<file path="src/rtl/sbrf_pkg.sv">
`timescale 1ns / 1ps

package sbrf_pkg;

    // Operation codes of a request.
    localparam logic [3:0] OP_VERSION     = 4'd0;
    localparam logic [3:0] OP_INFO_FIRST  = 4'd1;
    localparam logic [3:0] OP_INFO_LAST   = 4'd6;
    localparam logic [3:0] OP_BLOCK_CHANS = 4'd7;
    localparam logic [3:0] OP_CHAN_INFO   = 4'd8;
    localparam logic [3:0] OP_ONLINE_ONE  = 4'd9;
    localparam logic [3:0] OP_ONLINE_MULT = 4'd10;
    localparam logic [3:0] OP_RESET       = 4'd11;
    localparam logic [3:0] OP_STATUS      = 4'd12;
    localparam logic [3:0] OP_ERROR       = 4'd13;

    // Command bytes.
    localparam logic [7:0] CMD_VERSION     = 8'h20;
    localparam logic [7:0] CMD_INFO        = 8'h2D;
    localparam logic [7:0] CMD_ONLINE_ONE  = 8'h23;
    localparam logic [7:0] CMD_ONLINE_MULT = 8'h2F;
    localparam logic [7:0] CMD_RESET       = 8'h25;
    localparam logic [7:0] CMD_STATUS      = 8'h26;
    localparam logic [7:0] CMD_ERROR       = 8'h2C;

    // Frame bytes.
    localparam logic [7:0] SOH_BYTE = 8'h01;
    localparam logic [7:0] STX_BYTE = 8'h02;
    localparam logic [7:0] ETX_BYTE = 8'h03;
    localparam logic [7:0] EOT_BYTE = 8'h04;
    localparam logic [7:0] VER_BYTE = 8'h10;

    localparam logic [7:0] INFO_BASE      = 8'h0F;
    localparam logic [7:0] SUB_BLOCK      = 8'h16;
    localparam logic [7:0] SUB_CHAN_INFO  = 8'h30;
    localparam logic [7:0] SUB_RESET      = 8'h10;

    localparam logic [15:0] CRC_POLY  = 16'h8408;
    localparam logic [15:0] CRC_START = 16'hFFFF;

    localparam logic [15:0] STATION_RESET = 16'h7001;
    localparam logic [15:0] MASTER_RESET  = 16'hF001;

    // Register indexes of the configuration port.
    localparam logic CFG_STATION = 1'b0;
    localparam logic CFG_MASTER  = 1'b1;

    // Header runs from SOH through the second version byte.
    localparam logic [4:0] HEAD_LEN = 5'd10;

    localparam int Q_DEPTH = 2;
    localparam int Q_AW    = 1;

    typedef struct packed {
        logic [7:0] cmd;
        logic [1:0] plen;
        logic [7:0] pay0;
        logic [7:0] pay1;
        logic [7:0] pay2;
    } t_req;

    typedef struct packed {
        logic empty;
        logic full;
    } t_q_status;

    typedef enum logic {
        ST_IDLE,
        ST_SEND
    } t_back_state;

    function automatic logic [15:0] crc_update(input logic [15:0] crc, input logic [7:0] b);
        logic [15:0] c;
        logic [7:0]  d;
        logic        mix;
        c = crc;
        d = b;
        for (int k = 0; k < 8; k++) begin
            mix = c[0] ^ d[0];
            c = {1'b0, c[15:1]};
            if (mix) begin
                c = c ^ CRC_POLY;
            end
            d = {1'b0, d[7:1]};
        end
        return c;
    endfunction

endpackage

</file>
<file path="src/rtl/sbrf_front.sv">
`timescale 1ns / 1ps

module sbrf_front (
    input  logic              i_valid,
    input  logic [3:0]        i_operation,
    input  logic [15:0]       i_item_number,
    input  sbrf_pkg::t_q_status i_q_status,
    output logic              o_stall,
    output logic              o_push,
    output sbrf_pkg::t_req    o_req
);

    logic known;

    always_comb begin
        known      = 1'b1;
        o_req.cmd  = sbrf_pkg::CMD_VERSION;
        o_req.plen = 2'd0;
        o_req.pay0 = i_item_number[7:0];
        o_req.pay1 = i_item_number[15:8];
        o_req.pay2 = i_item_number[15:8];
        case (i_operation) inside
            sbrf_pkg::OP_VERSION: begin
                o_req.cmd = sbrf_pkg::CMD_VERSION;
            end
            [sbrf_pkg::OP_INFO_FIRST:sbrf_pkg::OP_INFO_LAST]: begin
                o_req.cmd  = sbrf_pkg::CMD_INFO;
                o_req.plen = 2'd1;
                o_req.pay0 = sbrf_pkg::INFO_BASE + {4'd0, i_operation};
            end
            sbrf_pkg::OP_BLOCK_CHANS: begin
                o_req.cmd  = sbrf_pkg::CMD_INFO;
                o_req.plen = 2'd2;
                o_req.pay0 = sbrf_pkg::SUB_BLOCK;
                o_req.pay1 = i_item_number[7:0];
            end
            sbrf_pkg::OP_CHAN_INFO: begin
                o_req.cmd  = sbrf_pkg::CMD_INFO;
                o_req.plen = 2'd3;
                o_req.pay0 = sbrf_pkg::SUB_CHAN_INFO;
                o_req.pay1 = i_item_number[7:0];
                o_req.pay2 = i_item_number[15:8];
            end
            sbrf_pkg::OP_ONLINE_ONE: begin
                o_req.cmd  = sbrf_pkg::CMD_ONLINE_ONE;
                o_req.plen = 2'd2;
            end
            sbrf_pkg::OP_ONLINE_MULT: begin
                o_req.cmd = sbrf_pkg::CMD_ONLINE_MULT;
            end
            sbrf_pkg::OP_RESET: begin
                o_req.cmd  = sbrf_pkg::CMD_RESET;
                o_req.plen = 2'd1;
                o_req.pay0 = sbrf_pkg::SUB_RESET;
            end
            sbrf_pkg::OP_STATUS: begin
                o_req.cmd = sbrf_pkg::CMD_STATUS;
            end
            sbrf_pkg::OP_ERROR: begin
                o_req.cmd = sbrf_pkg::CMD_ERROR;
            end
            default: begin
                known = 1'b0;
            end
        endcase
    end

    // Unknown operations are accepted and dropped without touching the queue.
    assign o_stall = i_q_status.full;
    assign o_push  = i_valid && !i_q_status.full && known;

endmodule

</file>
<file path="src/rtl/sbrf_queue.sv">
`timescale 1ns / 1ps

module sbrf_queue (
    input  logic                i_clk,
    input  logic                i_rst_n,
    input  logic                i_push,
    input  sbrf_pkg::t_req      i_req,
    input  logic                i_pop,
    output sbrf_pkg::t_req      o_req,
    output sbrf_pkg::t_q_status o_status
);

    sbrf_pkg::t_req r_mem [sbrf_pkg::Q_DEPTH];
    logic [sbrf_pkg::Q_AW-1:0] r_wp, n_wp;
    logic [sbrf_pkg::Q_AW-1:0] r_rp, n_rp;
    logic [sbrf_pkg::Q_AW:0]   r_cnt, n_cnt;
    logic do_push;
    logic do_pop;

    assign o_status.empty = (r_cnt == '0);
    assign o_status.full  = (r_cnt == (sbrf_pkg::Q_AW+1)'(sbrf_pkg::Q_DEPTH));
    assign do_push = i_push && !o_status.full;
    assign do_pop  = i_pop && !o_status.empty;
    assign o_req   = r_mem[r_rp];

    always_comb begin
        n_wp  = do_push ? r_wp + 1'b1 : r_wp;
        n_rp  = do_pop ? r_rp + 1'b1 : r_rp;
        n_cnt = r_cnt;
        if (do_push && !do_pop) begin
            n_cnt = r_cnt + 1'b1;
        end else if (do_pop && !do_push) begin
            n_cnt = r_cnt - 1'b1;
        end
    end

    always_ff @(posedge i_clk) begin
        if (do_push) begin
            r_mem[r_wp] <= i_req;
        end
    end

    always_ff @(posedge i_clk) begin
        if (!i_rst_n) begin
            r_wp  <= '0;
            r_rp  <= '0;
            r_cnt <= '0;
        end else begin
            r_wp  <= n_wp;
            r_rp  <= n_rp;
            r_cnt <= n_cnt;
        end
    end

endmodule

</file>
<file path="src/rtl/sbrf_back.sv">
`timescale 1ns / 1ps

module sbrf_back (
    input  logic                i_clk,
    input  logic                i_rst_n,
    input  logic [15:0]         i_station,
    input  logic [15:0]         i_master,
    input  sbrf_pkg::t_req      i_req,
    input  sbrf_pkg::t_q_status i_q_status,
    output logic                o_pop,
    output logic                o_valid,
    input  logic                i_stall,
    output logic [7:0]          o_frame_byte,
    output logic                o_last_byte
);

    sbrf_pkg::t_back_state r_state, n_state;
    sbrf_pkg::t_req        r_req;
    logic [4:0]            r_pos;
    logic [15:0]           r_crc;
    logic                  r_out_valid;
    logic [7:0]            r_out_byte;
    logic                  r_out_last;

    logic       advance;
    logic [4:0] rel;
    logic [7:0] cur_byte;
    logic       cur_crc;
    logic       cur_last;

    assign rel = r_pos - sbrf_pkg::HEAD_LEN;

    // Byte at the current position; rel counts from the first payload byte.
    always_comb begin
        cur_byte = sbrf_pkg::EOT_BYTE;
        cur_crc  = 1'b0;
        cur_last = 1'b0;
        if (r_pos < sbrf_pkg::HEAD_LEN) begin
            cur_crc = 1'b1;
            case (r_pos)
                5'd0:    cur_byte = sbrf_pkg::SOH_BYTE;
                5'd1:    cur_byte = sbrf_pkg::VER_BYTE;
                5'd2:    cur_byte = i_station[7:0];
                5'd3:    cur_byte = i_station[15:8];
                5'd4:    cur_byte = i_master[7:0];
                5'd5:    cur_byte = i_master[15:8];
                5'd6:    cur_byte = 8'd2 + {6'd0, r_req.plen};
                5'd7:    cur_byte = sbrf_pkg::STX_BYTE;
                5'd8:    cur_byte = r_req.cmd;
                default: cur_byte = sbrf_pkg::VER_BYTE;
            endcase
        end else if (rel < {3'd0, r_req.plen}) begin
            cur_crc = 1'b1;
            case (rel[1:0])
                2'd0:    cur_byte = r_req.pay0;
                2'd1:    cur_byte = r_req.pay1;
                default: cur_byte = r_req.pay2;
            endcase
        end else if (rel == {3'd0, r_req.plen}) begin
            cur_crc  = 1'b1;
            cur_byte = sbrf_pkg::ETX_BYTE;
        end else if (rel == {3'd0, r_req.plen} + 5'd1) begin
            cur_byte = r_crc[7:0];
        end else if (rel == {3'd0, r_req.plen} + 5'd2) begin
            cur_byte = r_crc[15:8];
        end else begin
            cur_byte = sbrf_pkg::EOT_BYTE;
            cur_last = 1'b1;
        end
    end

    always_comb begin
        n_state = r_state;
        case (r_state)
            sbrf_pkg::ST_IDLE: begin
                if (!i_q_status.empty) begin
                    n_state = sbrf_pkg::ST_SEND;
                end
            end
            sbrf_pkg::ST_SEND: begin
                if (advance && cur_last) begin
                    n_state = sbrf_pkg::ST_IDLE;
                end
            end
            default: n_state = sbrf_pkg::ST_IDLE;
        endcase
    end

    always_comb begin
        o_pop   = 1'b0;
        advance = 1'b0;
        case (r_state)
            sbrf_pkg::ST_IDLE: o_pop = !i_q_status.empty;
            sbrf_pkg::ST_SEND: advance = !r_out_valid || !i_stall;
            default: begin
                o_pop   = 1'b0;
                advance = 1'b0;
            end
        endcase
    end

    always_ff @(posedge i_clk) begin
        if (!i_rst_n) begin
            r_state     <= sbrf_pkg::ST_IDLE;
            r_pos       <= '0;
            r_crc       <= sbrf_pkg::CRC_START;
            r_out_valid <= 1'b0;
        end else begin
            r_state <= n_state;
            if (o_pop) begin
                r_pos <= '0;
                r_crc <= sbrf_pkg::CRC_START;
            end else if (advance) begin
                r_pos <= r_pos + 5'd1;
                if (cur_crc) begin
                    r_crc <= sbrf_pkg::crc_update(r_crc, cur_byte);
                end
            end
            if (advance) begin
                r_out_valid <= 1'b1;
            end else if (!i_stall) begin
                r_out_valid <= 1'b0;
            end
        end
    end

    always_ff @(posedge i_clk) begin
        if (o_pop) begin
            r_req <= i_req;
        end
        if (advance) begin
            r_out_byte <= cur_byte;
            r_out_last <= cur_last;
        end
    end

    assign o_valid      = r_out_valid;
    assign o_frame_byte = r_out_byte;
    assign o_last_byte  = r_out_last;

endmodule

</file>
<file path="src/rtl/sensor_bus_request_framer_core.sv">
`timescale 1ns / 1ps

// Channel   Direction  Handshake            Payload
// request   in         i_valid / o_stall    i_operation[3:0], i_item_number[15:0]
// frame     out        o_valid / i_stall    o_frame_byte[7:0], o_last_byte
// config    in         i_cfg_we             i_cfg_index, i_cfg_data[15:0]
//
// A request becomes a frame of 14 to 17 bytes, one byte per cycle from the back
// sequencer unless the frame side stalls; it goes idle to load each request.
// A two-entry request queue lets the input keep accepting while a frame is
// sent. Reset empties the queue and restores both addresses. A stall on the
// frame side holds the output register and the sequencer.

module sensor_bus_request_framer_core (
    input  logic        i_clk,
    input  logic        i_rst_n,
    input  logic        i_valid,
    output logic        o_stall,
    input  logic [3:0]  i_operation,
    input  logic [15:0] i_item_number,
    output logic        o_valid,
    input  logic        i_stall,
    output logic [7:0]  o_frame_byte,
    output logic        o_last_byte,
    input  logic        i_cfg_we,
    input  logic        i_cfg_index,
    input  logic [15:0] i_cfg_data
);

    logic [15:0] r_station;
    logic [15:0] r_master;

    sbrf_pkg::t_req      front_req;
    sbrf_pkg::t_req      queue_req;
    sbrf_pkg::t_q_status q_status;
    logic                push;
    logic                pop;

    always_ff @(posedge i_clk) begin
        if (!i_rst_n) begin
            r_station <= sbrf_pkg::STATION_RESET;
            r_master  <= sbrf_pkg::MASTER_RESET;
        end else if (i_cfg_we) begin
            case (i_cfg_index)
                sbrf_pkg::CFG_STATION: r_station <= i_cfg_data;
                sbrf_pkg::CFG_MASTER:  r_master  <= i_cfg_data;
                default:               r_station <= r_station;
            endcase
        end
    end

    sbrf_front u_front (
        .i_valid       (i_valid),
        .i_operation   (i_operation),
        .i_item_number (i_item_number),
        .i_q_status    (q_status),
        .o_stall       (o_stall),
        .o_push        (push),
        .o_req         (front_req)
    );

    sbrf_queue u_queue (
        .i_clk    (i_clk),
        .i_rst_n  (i_rst_n),
        .i_push   (push),
        .i_req    (front_req),
        .i_pop    (pop),
        .o_req    (queue_req),
        .o_status (q_status)
    );

    sbrf_back u_back (
        .i_clk        (i_clk),
        .i_rst_n      (i_rst_n),
        .i_station    (r_station),
        .i_master     (r_master),
        .i_req        (queue_req),
        .i_q_status   (q_status),
        .o_pop        (pop),
        .o_valid      (o_valid),
        .i_stall      (i_stall),
        .o_frame_byte (o_frame_byte),
        .o_last_byte  (o_last_byte)
    );

endmodule
</file>
<file path="config.mk">
export PLATFORM = sky130hd
export DESIGN_NAME = sensor_bus_request_framer_core
export DESIGN_NICKNAME = d
export VERILOG_FILES = /design/src/rtl/sbrf_pkg.sv /design/src/rtl/sbrf_front.sv /design/src/rtl/sbrf_queue.sv /design/src/rtl/sbrf_back.sv /design/src/rtl/sensor_bus_request_framer_core.sv
export SDC_FILE = /design/constraint.sdc
export NUM_CORES = 1
export LEC_CHECK = 0
export ABC_AREA = 1
export BUFFER_PORTS_ARGS = -buffer_cell sky130_fd_sc_hd__buf_2
export CAP_MARGIN = 30
export CELL_PAD_IN_SITES_DETAIL_PLACEMENT = 1
export CELL_PAD_IN_SITES_GLOBAL_PLACEMENT = 2
export CORE_AREA = 2 2 144 181
export DETAILED_ROUTE_END_ITERATION = 10
export DIE_AREA = 0 0 146 183
export HOLD_SLACK_MARGIN = 0.03
export PLACE_DENSITY = 0.83
export SLEW_MARGIN = 20
export SYNTH_ARGS = -nofsm -noshare
export SYNTH_HDL_FRONTEND = slang
export SYNTH_HIERARCHICAL = 1
export SYNTH_SLANG_ARGS = --single-unit
</file>
<file path="constraint.sdc">
create_clock -name i_clk -period 3.5 [get_ports i_clk]
set_input_delay 0.175 -clock i_clk [delete_from_list [all_inputs] [get_ports i_clk]]
set_output_delay 0.175 -clock i_clk [all_outputs]
set_load 0.1 [all_outputs]
</file>
==> out/results.tsv, run 1 <==
metric	value	unit
CTS tree	done	
Final Hold Fails	0	
adder-cell share of the synthesized area	2.04	%
Worst Hold Path Cells	3	
clock root cell	clkbuf_16	
DR DRC count	0	
R2R Path Start	u_back/r_pos[1]	
max cap viols	0	
1st-pass router iterations	4	
Final Non-Filler Cells	1340	
ys flop type	edfxtp_1	
overall routing resource usage	16.2	%
Slew Limit Fails	0	
Post-synth EDFFs	111	
FP Rows	65	
largest net degree at the start of global routing	38	
#FFs+latches synth	171	
Crit Path Max Fanout	7	
initial antenna violation count	0	
routed wire length	20900	µm
share of layout cells above drive strength 1	19.1	%
most common cell after layout, fill and taps aside	nand2_1	
placed cell count	1290	
Critical path origin	u_back/r_pos[1]	
Worst R2R Setup Slack	0.76	ns
Routed WL per cell	15.6	µm
RD Place Congestion	0.819	
hold_sp	i_stall	
Least-Margin Pin Slew	0.772	ns
die area	26700	µm²
largest family of logic cells by synthesized area	simple AND/OR/NAND/NOR gates	
syn_area_per_cell	9.28	µm²
post-synthesis simple-gate area fraction	26.7	%
Hold-fix buffers, CTS	18	
mux contribution to synthesized area	5.76	%
Max IR drop VDD	0.343	mV
Max transition margin	48.5	%
vias in the first global route	6647	
remaining global-route overflow	0	
setup bufs post-CTS	0	
synthesized cell area	8600	µm²
CTS sink cnt	171	
WS Path Type	reg2reg	
Final Cell Area	9860	µm²
Cell Pwr Density	754	nW/µm²
IO buf count	52	
DR iter-0 viols	345	
Final Critical Period	2.74	ns
first-pass GRT wire length	34300	µm
period utilization	78.4	%
setup violators final	0	
clock skew	0.0162	ns
DP Worst Slack	0.722	ns
Max Fclk	364	MHz
Filler cells	2944	
Post-DP Area	9050	µm²
status	finished clean	
clock buffer depth	2	
CTS H-tree lvls	4	
fraction of registers with async set or reset after synthesis	0	%
core box area	25000	µm²
Mapped Cells	927	
Final Worst Setup Slack	0.756	ns
Final Net Count	1048	
I/O pin total	53	
number of buffers created by CTS	17	
post-synthesis compound-gate area fraction	4.89	%
crit end category	flip-flop	
Hold WS	0.0321	ns
width of the die	146	µm
sequential fraction of the synthesis area	52.7	%
initial core utilization	34.4	%
Ys Warns	6	
post-route ant nets	0	
WP data required	3.84	ns
dpl hpwl	15500	µm
Vias/cell	4.76	
post-synthesis cell type count	38	
RSZ-0062 raised after global routing	false	
leakage power figure	4.29	nW
FF-to-FF path depth	18	
startpoint types	flip-flop	
Clock Latency Late Sink	0.44	ns
number of diodes	0	
Synth Area in XOR/XNOR	0.102	%
most frequent cells in the layout	nand2_1, nand3_1, edfxtp_1	
die height	183	µm
Setup TNS	0	ns
Hold/Removal Path Class	in2reg	
DR vias	6375	
area grow syn2layout	14.6	%
post-CTS sizing	0	
Crit path arrival time	3.08	ns
Reg clk slew, reported paths	0.08	ns
cells by family after synthesis:
group	count (synthesis)
AOI/OAI and AO/OA	75
xor gates and xnor gates	1
adders and majority gates	14
buffers and inverters	127
DFF	171
muxes	34
other	2
and+or+nand+nor	503
per-stage QoR:
stage          power (mW)  utilization (%)
6_report             7.43             39.4
5_1_grt              7.90             39.4
4_1_cts              7.53             39.4
3_5_place_dp         5.51             36.1
3_3_place_gp         5.43             36.1
2_1_floorplan        4.91                -
report_power, final:
part / internal, mW / switching (mW)
combinational: 0.784 / 1.64
sequential: 2.74 / 0.271
clock: 1.05 / 0.945
total: 4.57 / 2.86
routing by layer:
layer / share of wire (%) / global-route usage [%]
met3: 2.6 / 2.61
met4: 2.3 / 5.98
met1: 43 / 19.0
met2: 52 / 29.8
met5: 0 / 0
synth_stat cells, types with 6 or more instances:
cell type	count	share of area, %
nand2_1	234	10
nand3_1	115	6.7
edfxtp_1	111	39
nor2_1	91	4.0
inv_1	81	3.5
dfxtp_1	60	14
o21ai_0	33	1.9
mux2_4	30	5.2
a21oi_1	26	1.5
buf_4	16	1.4
ha_1	14	2.0
nand2_2	14	1.0
nand4_1	13	0.95
nand3_2	12	1.4
buf_6	9	1.2
inv_2	8	0.35
o21ai_2	7	0.71
nor2_2	6	0.44
worst max-delay path, cell delays in order (launching register included):
cell and delay [ns]:
dfxtp_1 0.43, inv_1 0.18, ha_1 0.45, inv_1 0.12, nand2_1 0.05, nand2_1 0.06, nand2_1 0.08, nor2_4 0.21
nand2_4 0.10, nand2_2 0.11, nand3_1 0.07, nand2_1 0.07, nand2_2 0.09, nand3_1 0.11, nand3_2 0.13, nand2_1 0.17
nand2_1 0.07, nand3_1 0.08, nand2_1 0.06
cell type report:
type                       instances  area [µm²]  share of cell area, %
inverter                          91         344                   3.49
sequential                       171        4540                   46.0
tap                              335         419                   4.25
timing repair buffer              80         515                   5.23
multi-input combinational        631        3420                   34.6
clock inverter                    15         208                   2.11
clock buffer                      17         425                   4.31
worst paths after layout:
kind                          end
setup / recovery  u_back/r_crc[9]
hold / removal     u_back/o_valid
setup reg to reg  u_back/r_crc[9]
hold reg to reg     r_station[12]
registers in the layout, summed over array words and instances, names as in the netlist, 2 cells and up, named ones only:
signal / flops
u_queue/r_mem: 68
u_back/r_req: 34
r_master: 16
r_station: 16
u_back/r_crc: 16
u_back/o_frame_byte: 8
u_back/r_pos: 5
u_queue/r_cnt: 2
Note: power is estimated with default switching activity, not from simulation.
==> inputs of run 2 (changes only) <==
PLACE_DENSITY = 0.86   (was 0.83)
clock period = 2.5 ns   (was 3.5 ns; I/O delays follow)
==> out/results.tsv, run 2 (synthesis results as in run 1) <==
metric	value	unit	change
CTS sink cnt	171		unchanged
Crit path top cell by count	nand2_1		
IO buf count	52		unchanged
dpl hpwl	15900	µm	+2.7%
period utilization	93.8	%	+15 points
Setup TNS	0	ns	unchanged
Worst R2R Setup Slack	0.16	ns	-0.60 ns
area grow syn2layout	19.7	%	
number of buffers created by CTS	17		unchanged
Top Registers	u_queue/r_mem: 68 flops, u_back/r_req: 34 flops		
leakage power figure	4.46	nW	+4.1%
clock buffer depth	2		unchanged
WP data required	2.83	ns	-1.01 ns
clock skew	0.00943	ns	-0.00674 ns
CTS H-tree lvls	4		unchanged
max reg flops	68		unchanged
Worst Hold Path Cells	3		unchanged
vias in the first global route	6688		+0.62%
Max IR drop VDD	0.590	mV	+72%
Reg clk slew, reported paths	0.07	ns	about the same
initial antenna violation count	0		unchanged
hold_sp	i_item_number[7]		
Max transition margin	61.1	%	+13 points
FF-to-FF path depth	15		-3
initial core utilization	34.4	%	unchanged
most common cell after layout, fill and taps aside	nand2_1		
1st-pass router iterations	5		+1
Final Net Count	1087		+3.7%
RD Place Congestion	0.824		+0.61%
remaining global-route overflow	0		unchanged
crit end category	flip-flop		
startpoint types	flip-flop		
die height	183	µm	unchanged
Hold/Removal Path Class	in2reg		
power share of the clock group	25.1	%	-1.7 points
overall routing resource usage	16.7	%	+0.50 points
Top reg by flops	u_queue/r_mem		
Int Pwr	6.52	mW	+43%
width of the die	146	µm	unchanged
sink of the worst hold path	u_queue/r_mem[1][15]		
FP Rows	65		unchanged
Cell Pwr Density	1030	nW/µm²	+37%
DR DRC count	0		unchanged
clock root cell	clkbuf_16		
sequential power share	39.7	%	-0.8 points
most frequent cells in the layout	nand2_1, nand3_1, edfxtp_1		
Hold WS	0.0468	ns	+0.0147 ns
Final Hold Fails	0		unchanged
Least-Margin Pin Slew	0.583	ns	-0.189 ns
Slew Limit Fails	0		unchanged
share of layout cells above drive strength 1	22.9	%	+3.8 points
RSZ-0062 raised after global routing	true		
largest net degree at the start of global routing	37		-2.6%
R2R Path Start	u_back/r_req[24]		
number of diodes	0		unchanged
Filler cells	2965		+0.71%
max cap viols	0		unchanged
WS Path Type	reg2reg		
Tot Pwr	10.6	mW	+43%
core box area	25000	µm²	unchanged
die area	26700	µm²	unchanged
critical path cell sequence	ha_1 -> or2_2 -> nand2_1 -> nor2_4 -> buf_4 -> nand3_1 -> nand3_1 -> o21ai_2 -> nand2_2 -> nand2_1 -> nand2_1 -> nand2_1 -> nand3_1 -> nand3_1 -> nand2_1		
Max Fclk	426	MHz	+17%
Crit Path Max Fanout	6		-1
I/O pin total	53		unchanged
Routed WL per cell	15.5	µm	-0.63%
Final Critical Period	2.34	ns	-0.399 ns
DR vias	6507		+2.1%
Worst path slowest cell	edfxtp_1		
Clock Latency Late Sink	0.44	ns	about the same
first-pass GRT wire length	35100	µm	+2.3%
Sw Ratio	38.6	%	+0.18 points
switching pwr	4.11	mW	+44%
setup violators final	0		unchanged
post-route ant nets	0		unchanged
status	finished clean		
slowest stage delay, CP	0.42	ns	-0.03 ns
Vias/cell	4.72		-0.82%
routed wire length	21400	µm	+2.3%
CTS tree	done		
DR iter-0 viols	302		-12%
Comb pwr share	35.3	%	+2.7 points
FF-to-FF End	u_back/r_crc[1]		
Crit path arrival time	2.68	ns	-0.40 ns
## run 2: cell count changes in the layout (fill, tap and decap cells not counted), moves of 6 or more
cell / delta
buf_4: +20
dlygate4sd3_1: +13
nand2_1: -7
nand2_2: +7
o21ai_0: -6
o21ai_1: +6
## run 2: critical path, delay by kind of cell (launching register included)
kind	cells	cell delay, ns
and+or+nand+nor	12	1.23
DFF	1	0.42
adders and majority gates	1	0.32
buffers and inverters	1	0.14
AOI/OAI and AO/OA	1	0.11
## run 2: worst max path at each step
stage	start	end
floorplan	i_operation[0]	u_queue/r_mem[1][0]
global placement	u_back/r_pos[0]	u_back/r_crc[13]
detailed placement	u_back/r_pos[0]	u_back/r_crc[13]
CTS	u_back/r_pos[0]	u_back/r_crc[2]
global route	u_back/r_pos[1]	u_back/r_crc[10]
finish	u_back/r_req[24]	u_back/r_crc[1]
## run 2: area by class of cell
type	instances	area (µm²)	share of cell area (%)
sequential	171	4540	44.1
multi-input combinational	632	3490	33.9
timing repair buffer	118	878	8.52
clock buffer	17	425	4.13
tap	335	419	4.07
inverter	91	350	3.40
clock inverter	15	194	1.88
## run 2: through the flow
step,setup slack [ns],cell area [µm²],utilization [%],instances
floorplan,-0.539,8610,-,929
global placement,-0.0804,9210,36.8,1306
detailed placement,-0.113,9210,36.8,1306
CTS,0.000594,10100,40.5,1369
global route,-0.00348,10300,41.1,1379
finish,0.155,10300,41.1,1379
## run 2: per-layer routing
metal	global-route usage (%)	vias up	wire, µm
met1	19.3	3117	9150
li1	-	3297	-
met3	2.76	35	380
met5	0	-	0
met4	6.87	0	573
met2	30.6	58	11300
## run 2: timing repair
item | CTS | global route
hold buffers | 31 | 0
resized for setup | 3 | 32
endpoints found under the setup margin | 8 | 15
setup buffers | 0 | 10
gates cloned | 0 | 1
pin swaps | 0 | 16
endpoints found under the hold margin | 74 | 0
## run 2: power groups by stage
stage / Combinational, mW / Clock (mW) / Sequential [mW]
floorplan: 2.42 / 0 / 4.46
global placement: 3.50 / 0 / 4.24
detailed placement: 3.57 / 0 / 4.28
CTS: 3.62 / 2.74 / 4.22
global route: 4.17 / 2.86 / 4.29
finish: 3.75 / 2.66 / 4.22
==> inputs of run 3 (changes only) <==
ABC_AREA = 0   (was 1)
CORE_AREA = 2 2 143 179   (was 2 2 144 181)
DIE_AREA = 0 0 145 181   (was 0 0 146 183)
PLACE_DENSITY = 0.81   (was 0.86)
==> out/results.tsv, run 3 <==
metric	value	unit	change
status	finished with violations		
violated checks	negative setup slack		
Tot Pwr	10.9	mW	+2.8%
path length in cells of the critical path	13		-2
clock skew	0.0143	ns	+0.00487 ns
DR DRC count	0		unchanged
Clock Latency Late Sink	0.45	ns	about the same
largest net degree at the start of global routing	54		+46%
area leader, netlist	edfxtp_1		
Top Registers	u_queue/r_mem: 68 flops, u_back/r_req: 34 flops		
Max transition margin	54.8	%	-6.3 points
RD Place Congestion	0.858		+4.2%
Int Pwr	7.11	mW	+9.0%
power share of the clock group	24.5	%	-0.6 points
Sw Ratio	34.9	%	-3.8 points
slowest stage delay, CP	0.37	ns	-0.05 ns
max cap viols	0		unchanged
number of diodes	0		unchanged
Crit path top cell by count	buf_4		
Max Fclk	358	MHz	-16%
Hold WS	0.0493	ns	+0.00248 ns
max reg flops	68		unchanged
vias in the first global route	6583		-1.6%
Worst Hold Path Cells	2		-1
RSZ-0062 raised after global routing	true		
Final Net Count	941		-13%
Ys Warns	6		unchanged
Post-synth EDFFs	111		unchanged
sequential power share	38.4	%	-1.3 points
Final Critical Period	2.79	ns	+0.448 ns
clock root cell	clkbuf_16		
Final Worst Setup Slack	-0.293	ns	-0.448 ns
Vias/cell	5.04		+6.8%
width of the die	145	µm	-0.68%
register area	4540	µm²	about the same
Crit path arrival time	3.18	ns	+0.50 ns
post-route ant nets	0		unchanged
DP Worst Slack	-0.323	ns	-0.210 ns
post-synthesis cell type count	83		+120%
Hold/Removal Path Class	in2reg		
setup violators final	16		+16
initial core utilization	34.6	%	+0.28 points
first-pass GRT wire length	35200	µm	+0.45%
dpl hpwl	16000	µm	+0.62%
Reg clk slew, reported paths	0.07	ns	about the same
Crit Path Max Fanout	7		+1
crit end category	flip-flop		
Max IR drop VDD	0.479	mV	-19%
fraction of registers with async set or reset after synthesis	0	%	unchanged
area grow syn2layout	31.6	%	
CP bufs+invs	4		+3
Setup TNS	-2.80	ns	-2.80 ns
number of buffers created by CTS	17		unchanged
Comb pwr share	37.1	%	+1.8 points
Filler cells	2606		-12%
Least-Margin Pin Slew	0.674	ns	+0.0910 ns
Mapped Cells	706		-24%
CTS tree	done		
syn_area_per_cell	12.0	µm²	+29%
IO buf count	52		unchanged
startpoint types	flip-flop		
overall routing resource usage	17.0	%	+0.34 points
switching pwr	3.81	mW	-7.2%
crit-path leading delay family	simple AND/OR/NAND/NOR gates		
remaining global-route overflow	0		unchanged
leakage power figure	4.38	nW	-1.9%
Routed WL per cell	17.9	µm	+16%
CTS sink cnt	171		unchanged
core box area	24400	µm²	-2.5%
CTS H-tree lvls	4		unchanged
most common cell after layout, fill and taps aside	buf_4		
WP data required	2.89	ns	+0.06 ns
initial antenna violation count	0		unchanged
period utilization	112	%	+18 points
Worst path slowest cell	dfxtp_4		
share of layout cells above drive strength 1	36.9	%	+14 points
die height	181	µm	-1.1%
Final Hold Fails	0		unchanged
Cell Pwr Density	981	nW/µm²	-4.9%
sequential fraction of the synthesis area	53.6	%	+0.91 points
critical path cell sequence	clkinvlp_4 -> ha_2 -> or3_4 -> a211oi_4 -> buf_6 -> buf_4 -> a211oi_2 -> buf_4 -> o32ai_4 -> xor2_2 -> xnor2_1 -> or3_1 -> nand3_1		
synthesized cell area	8460	µm²	-1.7%
FF-to-FF path depth	13		-2
DR iter-0 viols	305		+0.99%
FP Rows	64		-1.5%
Top reg by flops	u_queue/r_mem		
ys flop type	edfxtp_1		
multi-input logic area	3890	µm²	+11%
WS Path Type	reg2reg		
Post-synth top cells	edfxtp_1, nand2_1, dfxtp_1		
most frequent cells in the layout	buf_4, edfxtp_1, nand2_1		
Slew Limit Fails	0		unchanged
die area	26200	µm²	-1.8%
#FFs+latches synth	171		unchanged
synth top area cells	edfxtp_1, dfxtp_1, mux2_2		
DR vias	6186		-4.9%
1st-pass router iterations	4		-1
routed wire length	22000	µm	+2.9%
clock buffer depth	2		unchanged
Synth top area share	39.4	%	+0.67 points
most common cell in the netlist	edfxtp_1		
I/O pin total	53		unchanged
run 3: changes by cell type after synthesis, moves of 14 or more:
cell     change
nand2_1    -172
nand3_1     -99
nor2_1      -69
inv_1       -52
mux2_2      +39
mux2_4      -29
mux2i_1     +27
xnor2_1     +17
buf_2       +16
nand2_2     -14
o21ai_0     -14
run 3: power groups by stage:
| stage | registers, mW | logic [mW] | clock network (mW) |
|---|---|---|---|
| 6_report | 4.20 | 4.05 | 2.68 |
| 5_1_grt | 4.26 | 4.41 | 2.84 |
| 2_1_floorplan | 4.40 | 2.22 | 0 |
| 4_1_cts | 4.20 | 3.87 | 2.75 |
| 3_3_place_gp | 4.20 | 3.55 | 0 |
| 3_5_place_dp | 4.24 | 3.64 | 0 |
run 3: repair_timing:
| item | CTS | global route |
|---|---|---|
| pin swaps | 21 | 12 |
| cloned | 0 | 0 |
| buffers inserted | 14 | 6 |
| gates resized for setup | 23 | 19 |
| hold buffers | 30 | 0 |
| endpoints found under the hold margin | 66 | 0 |
| setup endpoints to repair | 15 | 17 |
run 3: kinds of logic (layout without fill, tap and decap cells):
kind of cell | Yosys count | in the layout | synth area share [%]
AO/OA/AOI/OAI | 154 | 154 | 14.5
XOR/XNOR | 29 | 29 | 3.33
multiplexers | 71 | 71 | 9.10
buffers and inverters | 81 | 271 | 5.19
flip-flops | 171 | 171 | 53.6
adder cells (fa/ha/maj) | 14 | 14 | 2.07
other | 2 | 4 | 0.0888
AND/OR/NAND/NOR | 184 | 184 | 12.1
run 3: final cells by class:
type / count / share of cell area, %
flip-flops and latches: 171 / 40.8
multi-input cells: 456 / 34.9
repair buffers: 209 / 14.1
clock buffers: 17 / 3.82
well taps: 330 / 3.71
clock inverters: 15 / 1.56
inverters: 30 / 1.09
run 3: final timing paths:
kind / slack [ns] / end / start
hold / removal: 0.05 / u_queue/r_mem[1][15] / i_item_number[7]
setup / recovery: -0.29 / u_back/r_crc[0] / u_back/r_pos[0]
setup reg to reg: -0.29 / u_back/r_crc[0] / u_back/r_pos[0]
hold reg to reg: 0.46 / r_master[1] / r_master[1]
run 3: worst reg2reg max path: cells and delay by family, from the launching register on:
| family | cells | cell delay, ns |
|---|---|---|
| fa+ha+maj | 1 | 0.24 |
| flops | 1 | 0.37 |
| buf+inv | 4 | 0.57 |
| xor+xnor | 2 | 0.40 |
| simple gates | 3 | 0.74 |
| compound gates | 3 | 0.43 |
run 3: through the flow:
step / instances / cell area, µm² / utilization [%]
6_report: 1228 / 11100 / 45.6
5_1_grt: 1228 / 11100 / 45.6
4_1_cts: 1223 / 11000 / 44.9
3_5_place_dp: 1148 / 9840 / 40.3
3_3_place_gp: 1148 / 9840 / 40.3
2_1_floorplan: 708 / 8660 / -
run 3: metal layers:
metal,vias to the layer above,track usage [%],wire length [µm]
li1,2966,-,-
met1,3066,18.8,8870
met2,110,32.0,12000
met3,44,3.18,666
met4,0,6.81,528
met5,-,0,0
